File: src/rtl/interrupt_vector_allocator_macros.svh
// Assertion macros for the interrupt vector allocator.
// Used by the top level; the bodies are empty when SYNTHESIS is defined.
`ifndef INTERRUPT_VECTOR_ALLOCATOR_MACROS_SVH
`define INTERRUPT_VECTOR_ALLOCATOR_MACROS_SVH
`ifndef SYNTHESIS
`define IVA_ASSERT_SAME(label, clk, rst_n, ante, cons, msg) \
    label: assert property (@(posedge clk) disable iff (!rst_n) (ante) |-> (cons)) \
        else $error(msg);
`define IVA_ASSERT_NEXT(label, clk, rst_n, ante, cons, msg) \
    label: assert property (@(posedge clk) disable iff (!rst_n) (ante) |=> (cons)) \
        else $error(msg);
`else
`define IVA_ASSERT_SAME(label, clk, rst_n, ante, cons, msg)
`define IVA_ASSERT_NEXT(label, clk, rst_n, ante, cons, msg)
`endif
`endif

File: src/rtl/iva_pkg.sv
// Shared types and constants for the interrupt vector allocator.
// No dependencies.
`default_nettype none

package iva_pkg;

    localparam int DEF_VECTOR_BASE  = 32;
    localparam int DEF_VECTOR_LIMIT = 256;

    localparam logic [2:0] CMD_ALLOC    = 3'd0;
    localparam logic [2:0] CMD_CLAIM    = 3'd1;
    localparam logic [2:0] CMD_FREE     = 3'd2;
    localparam logic [2:0] CMD_ATTACH   = 3'd3;
    localparam logic [2:0] CMD_DETACH   = 3'd4;
    localparam logic [2:0] CMD_DISPATCH = 3'd5;

    localparam logic [3:0] ST_OK              = 4'd0;
    localparam logic [3:0] ST_NONE_FREE       = 4'd1;
    localparam logic [3:0] ST_RANGE           = 4'd2;
    localparam logic [3:0] ST_CLAIMED         = 4'd3;
    localparam logic [3:0] ST_DOUBLE_FREE     = 4'd4;
    localparam logic [3:0] ST_NOT_ALLOC       = 4'd5;
    localparam logic [3:0] ST_HANDLER_PRESENT = 4'd6;
    localparam logic [3:0] ST_NULL_HANDLER    = 4'd7;
    localparam logic [3:0] ST_DISP_UNALLOC    = 4'd8;
    localparam logic [3:0] ST_DISP_NO_HANDLER = 4'd9;

    typedef struct packed {
        logic [63:0] argument_word;
        logic [63:0] handler_word;
        logic [7:0]  vector;
        logic [2:0]  cmd;
    } item_t;

    typedef struct packed {
        logic [63:0] argument_out;
        logic [63:0] handler_out;
        logic        fire;
        logic [7:0]  vector_out;
        logic [3:0]  status;
    } result_t;

    localparam int ITEM_W   = $bits(item_t);
    localparam int RESULT_W = $bits(result_t);
    localparam int TDATA_W  = 144;

    typedef struct packed {
        logic load;
        logic search_step;
        logic exec;
    } ctl_cmd_t;

    typedef struct packed {
        logic is_alloc;
        logic search_last;
    } ctl_sts_t;

endpackage

`default_nettype wire

File: src/rtl/iva_ctrl.sv
// Command sequencer for the interrupt vector allocator.
// Depends on iva_pkg.
`default_nettype none

module iva_ctrl
(
    input  wire logic              clk,
    input  wire logic              rst_n,
    input  wire logic              s_tvalid,
    output logic                   s_tready,
    output logic                   m_tvalid,
    input  wire logic              m_tready,
    output iva_pkg::ctl_cmd_t      ctl,
    input  wire iva_pkg::ctl_sts_t sts
);

    localparam logic [1:0] S_IDLE   = 2'd0;
    localparam logic [1:0] S_READ   = 2'd1;
    localparam logic [1:0] S_SEARCH = 2'd2;
    localparam logic [1:0] S_EXEC   = 2'd3;

    logic [1:0] state_reg;
    logic [1:0] state_next;
    logic       m_tvalid_reg;
    logic       m_tvalid_next;

    always_comb
    begin
        state_next      = state_reg;
        s_tready        = 1'b0;
        ctl.load        = 1'b0;
        ctl.search_step = 1'b0;
        ctl.exec        = 1'b0;
        case (state_reg)
            S_IDLE:
            begin
                s_tready = 1'b1;
                if (s_tvalid)
                begin
                    ctl.load   = 1'b1;
                    state_next = S_READ;
                end
            end
            S_READ:
            begin
                state_next = sts.is_alloc ? S_SEARCH : S_EXEC;
            end
            S_SEARCH:
            begin
                ctl.search_step = 1'b1;
                if (sts.search_last)
                begin
                    state_next = S_EXEC;
                end
            end
            S_EXEC:
            begin
                if (!m_tvalid_reg || m_tready)
                begin
                    ctl.exec   = 1'b1;
                    state_next = S_IDLE;
                end
            end
            default:
            begin
                state_next = S_IDLE;
            end
        endcase
    end

    always_comb
    begin
        if (ctl.exec)
        begin
            m_tvalid_next = 1'b1;
        end
        else if (m_tready)
        begin
            m_tvalid_next = 1'b0;
        end
        else
        begin
            m_tvalid_next = m_tvalid_reg;
        end
    end

    always_ff @(posedge clk or negedge rst_n)
    begin
        if (!rst_n)
        begin
            state_reg    <= S_IDLE;
            m_tvalid_reg <= 1'b0;
        end
        else
        begin
            state_reg    <= state_next;
            m_tvalid_reg <= m_tvalid_next;
        end
    end

    assign m_tvalid = m_tvalid_reg;

endmodule

`default_nettype wire

File: config.mk
export PLATFORM = sky130hd
export DESIGN_NAME = iva_ctrl
export DESIGN_NICKNAME = d
export VERILOG_FILES = /design/src/rtl/interrupt_vector_allocator_macros.svh /design/src/rtl/iva_pkg.sv /design/src/rtl/iva_ctrl.sv
export SDC_FILE = /design/constraint.sdc
export NUM_CORES = 1
export LEC_CHECK = 0
export BUFFER_PORTS_ARGS = -buffer_cell sky130_fd_sc_hd__buf_4
export CORE_AREA = 4 4 41 43
export CTS_CLUSTER_SIZE = 40
export DETAILED_ROUTE_END_ITERATION = 10
export DIE_AREA = 0 0 45 47
export PLACE_DENSITY = 0.38
export SLEW_MARGIN = 20
export SYNTH_ARGS = -nofsm -noshare
export SYNTH_HDL_FRONTEND = slang
export SYNTH_SLANG_ARGS = --single-unit
File: constraint.sdc
create_clock -name clk -period 2.48 [get_ports clk]
set_clock_uncertainty 0.2 [all_clocks]
set_input_delay 0.372 -clock clk [delete_from_list [all_inputs] [get_ports clk]]
set_output_delay 0.372 -clock clk [all_outputs]
set_load 0.02 [all_outputs]
# [Word level (Yosys, flattened, before mapping)]
# Index checks and enable logic that the tools add are counted.
[totals] regBits=3 output_inout_bits=5 elab_cells=26
[op_classes] n_eq_ne=6 muxes=13 n_reduce_logical=5
[ops] cell="$mux 1" count=9
[ops] cell="$pmux 2 s4" count=1
[ops] cell="$mux 2" count=3
[ops] cell="$ne 2x2->1 const B" count=3
[ops] cell="$eq 2x2->1 const B" count=2
[ops] cell="$reduce_and 3->1" count=1
[ops] cell="$eq 2x1->1 const B" count=1
[ops] cell="$logic_not 2->1" count=1
[ops] cell="$reduce_bool 2->1" count=1
[ops] cell="$logic_not 1->1" count=1
[ops] cell="$logic_or 1x1->1" count=1

# [Depth between registers and ports, before layout]
[logic_depth] ltp_word=5 mapped_depth=5

# [Worst setup path after synthesis]
# Ideal clock, no wire load.
[synth_timing] path_type="register -> register" startpoint="register state_reg[0]" endpoint="register state_reg[1]" setup_ps=125 arrival_time_ps=1407 required_ps=2155 slack_ps=748 stages_incl_launch_ff=6 period_less_slack_ps=1732 cell_sequence="dfrtp_1 inv_1 ha_1 inv_1 o221ai_4 mux2_4"
[synth_between] elab_chain_cells=3 word_cells_on_any_way=9 cone_classes="eq/ne: 6; mux: 1; reduce/logical: 2"
[synth_rtl] element="start: declaration" line="iva_ctrl.sv:22" rtl="logic [1:0] state_reg;"
[synth_rtl] element="start signal: assignment" line="iva_ctrl.sv:96" rtl="state_reg <= state_next;"
[synth_rtl] element="$eq 2x2->1 / $logic_not 2->1 (equally long branches)" line="iva_ctrl.sv:34" rtl="case (state_reg)"
[synth_rtl] element="$ne 2x2->1 (no line)"
[synth_rtl] element="$reduce_and 3->1 (no line)"
# Several ways; a longest one is shown, not always the timed one.
# A chain may end at the register's enable or synchronous reset.

==> run summary <==
Status - finished, final reports clean
Total global routing overflow - 0
Synth Instances - 22
Root buf cell - clkbuf_4
Initial core utilization - 0.193
Area growth syn-to-layout - 48.8%
Syn_area_per_cell - 11.4 sq um
Multi-input logic area - 154 sq um
Port Buffers - 10
Iter 0 DRT Violations - 3
DR WL/cell - 10.2 microns
Register area share after synthesis - 0.299
Pleak - 0.192 nW
Pwr Density - 1340 nW/um^2
Hold Startpoint - m_tready
CTS tree - built
Reg2reg start - state_reg[0]
Bufs on Longest Clock Path - 2
Peak VDD IR - 0.338 mV
Clock H-tree levels - 1
CP max stage delay - 410 ps
ANT cells - 0
Crit Path Class - reg2out
Slew @ Worst Pin - 230 ps
Area leader, netlist - dfrtp_1
Mapped cell area - 251 sq um
Max-Cap Viols - 0
Drt drc - 0
Max Clk Rate - 0.539 GHz
Crit share post-route - 0.748
Detail Route Antenna Nets - 0
Num CTS Buffers - 3
I/O Pins - 11
Slew headroom - 0.847
Critical Path Start - state_reg[0]
Synth Register Bits - 3
Crit path launch type - register
CP required - 1910 ps
R2R cell count - 5
Die H - 47 microns
Hold path depth - 3
First-pass DRT Iterations - 2
Syn_nets - 32
Yosys cell types - 14
HPWL after DPL - 434 microns
Row count - 13
Die area - 2120 sq um
Filler cells - 148
Share of the synthesized area in the top cell type - 0.299
Drt via density - 3.84
Placer Congestion - 0.671
Max-slew violations - 0
Unrepaired setup endpoints after global routing - false
Worst-path clk slew - 40 ps
Crit-path max FO - 4
Overall global routing resource usage - 0.0610
Largest register FFs - 2
Fin. Hold Viols - 0
Setup crit end kind - primary output
TNS Setup - 0 ps
Die width - 45 microns
FF/Latch Area - 75.1 sq um
First-pass GRT wire length - 869 microns
Clock Sinks - 3
WL final - 519 microns
Synth area leaders - dfrtp_1 30%, ha_1 20%, o221ai_4 10%
Postcts setup bufs - 0
Layout net count - 47
Total vias in the final route - 196
Minimum clock period after layout - 1850 ps
Vias in the first global route - 215
Fin util - 0.288
Arrival time of the worst setup path - 1280 ps
Synth warn - 0
Cts-stage hold buffer count - 1
Largest net degree at the start of global routing - 6
Antenna violations before repair - 0
Post_cts resized - 0
Hold Crit Class - in2reg
Core Region - 1300 sq um
Share of cells above drive strength 1 - 0.472
Setup Viol. Count Final - 0
Crit-path cells - inv_1 > ha_1 > and2_1 > buf_4
Skew-Pair Late Insertion Delay - 240 ps
Crit-path slowest cell - dfrtp_1
## cell type report
class | instances | area share
multi-input combinational | 14 | 0.411
timing repair buffer | 11 | 0.227
sequential | 3 | 0.201
clock buffer | 4 | 0.0702
tap | 15 | 0.0502
inverter | 4 | 0.0401
## power breakdown
| group | switching [W] | internal, W |
|---|---|---|
| Sequential | 0.0000306 | 0.0000765 |
| Clock | 0.0000267 | 0.0000604 |
| Combinational | 0.000152 | 0.000153 |
| Total | 0.000210 | 0.000290 |
## stage by stage
stage	hold WS (ps)	total power (W)	instances	setup WS, ps	instance area (sq um)
global placement	-32.0	0.000416	46	854	338
detailed placement	-35.6	0.000420	46	825	338
CTS	245	0.000510	51	619	374
finish	238	0.000499	51	625	374
global route	250	0.000542	51	540	374
floorplan	-124	0.000332	22	748	251
## per-layer routing
metal / global-route usage / up-vias / share of wire
li1: - / 98 / -
met1: 0.0503 / 90 / 0.38
met2: 0.105 / 8 / 0.53
met3: 0.0230 / 0 / 0.092
met4: 0.0702 / 0 / 0
met5: 0 / - / 0
## cell usage in the layout, fill, tap and decap left out
master,synthesis,final
nor2b_1,1,1
nand2b_4,1,1
o221ai_4,1,1
nand2b_1,1,1
mux2i_1,1,1
clkbuf_4,0,3
inv_1,4,4
a221oi_1,1,1
ha_1,4,4
nand2_1,1,1
clkbuf_1,0,1
dfrtp_1,3,3
and2_1,1,1
and2_2,1,1
buf_4,1,10
mux2_4,1,1
dlygate4sd3_1,0,1
## final timing paths
check	endpoint	slack (ps)
max	ctl[2]	630
min	m_tvalid	240
max reg2reg	state_reg[1]	820
min reg2reg	m_tvalid	370
max in group asynchronous	state_reg[1]	1720
min in group asynchronous	state_reg[0]	260
## Yosys cell counts
cell	number
dfrtp_1	3
and2_1	1
nand2_1	1
and2_2	1
o221ai_4	1
a221oi_1	1
mux2_4	1
inv_1	4
buf_4	1
mux2i_1	1
nor2b_1	1
ha_1	4
nand2b_4	1
nand2b_1	1
## worst max-delay path, delay by kind of cell, from the launching register on
kind                       cells  cell delay [ps]
buffers and inverters          2              280
DFF                            1              410
adders and majority gates      1              220
and+or+nand+nor                1              150
## kinds of logic after synthesis
| kind of cell | share of synthesized area |
|---|---|
| AND/OR/NAND/NOR | 0.174 |
| adder cells (fa/ha/maj) | 0.199 |
| multiplexers | 0.0995 |
| AO/OA/AOI/OAI | 0.139 |
| buffers and inverters | 0.0895 |
| flip-flops | 0.298 |
(Power assumes the default switching activity.)
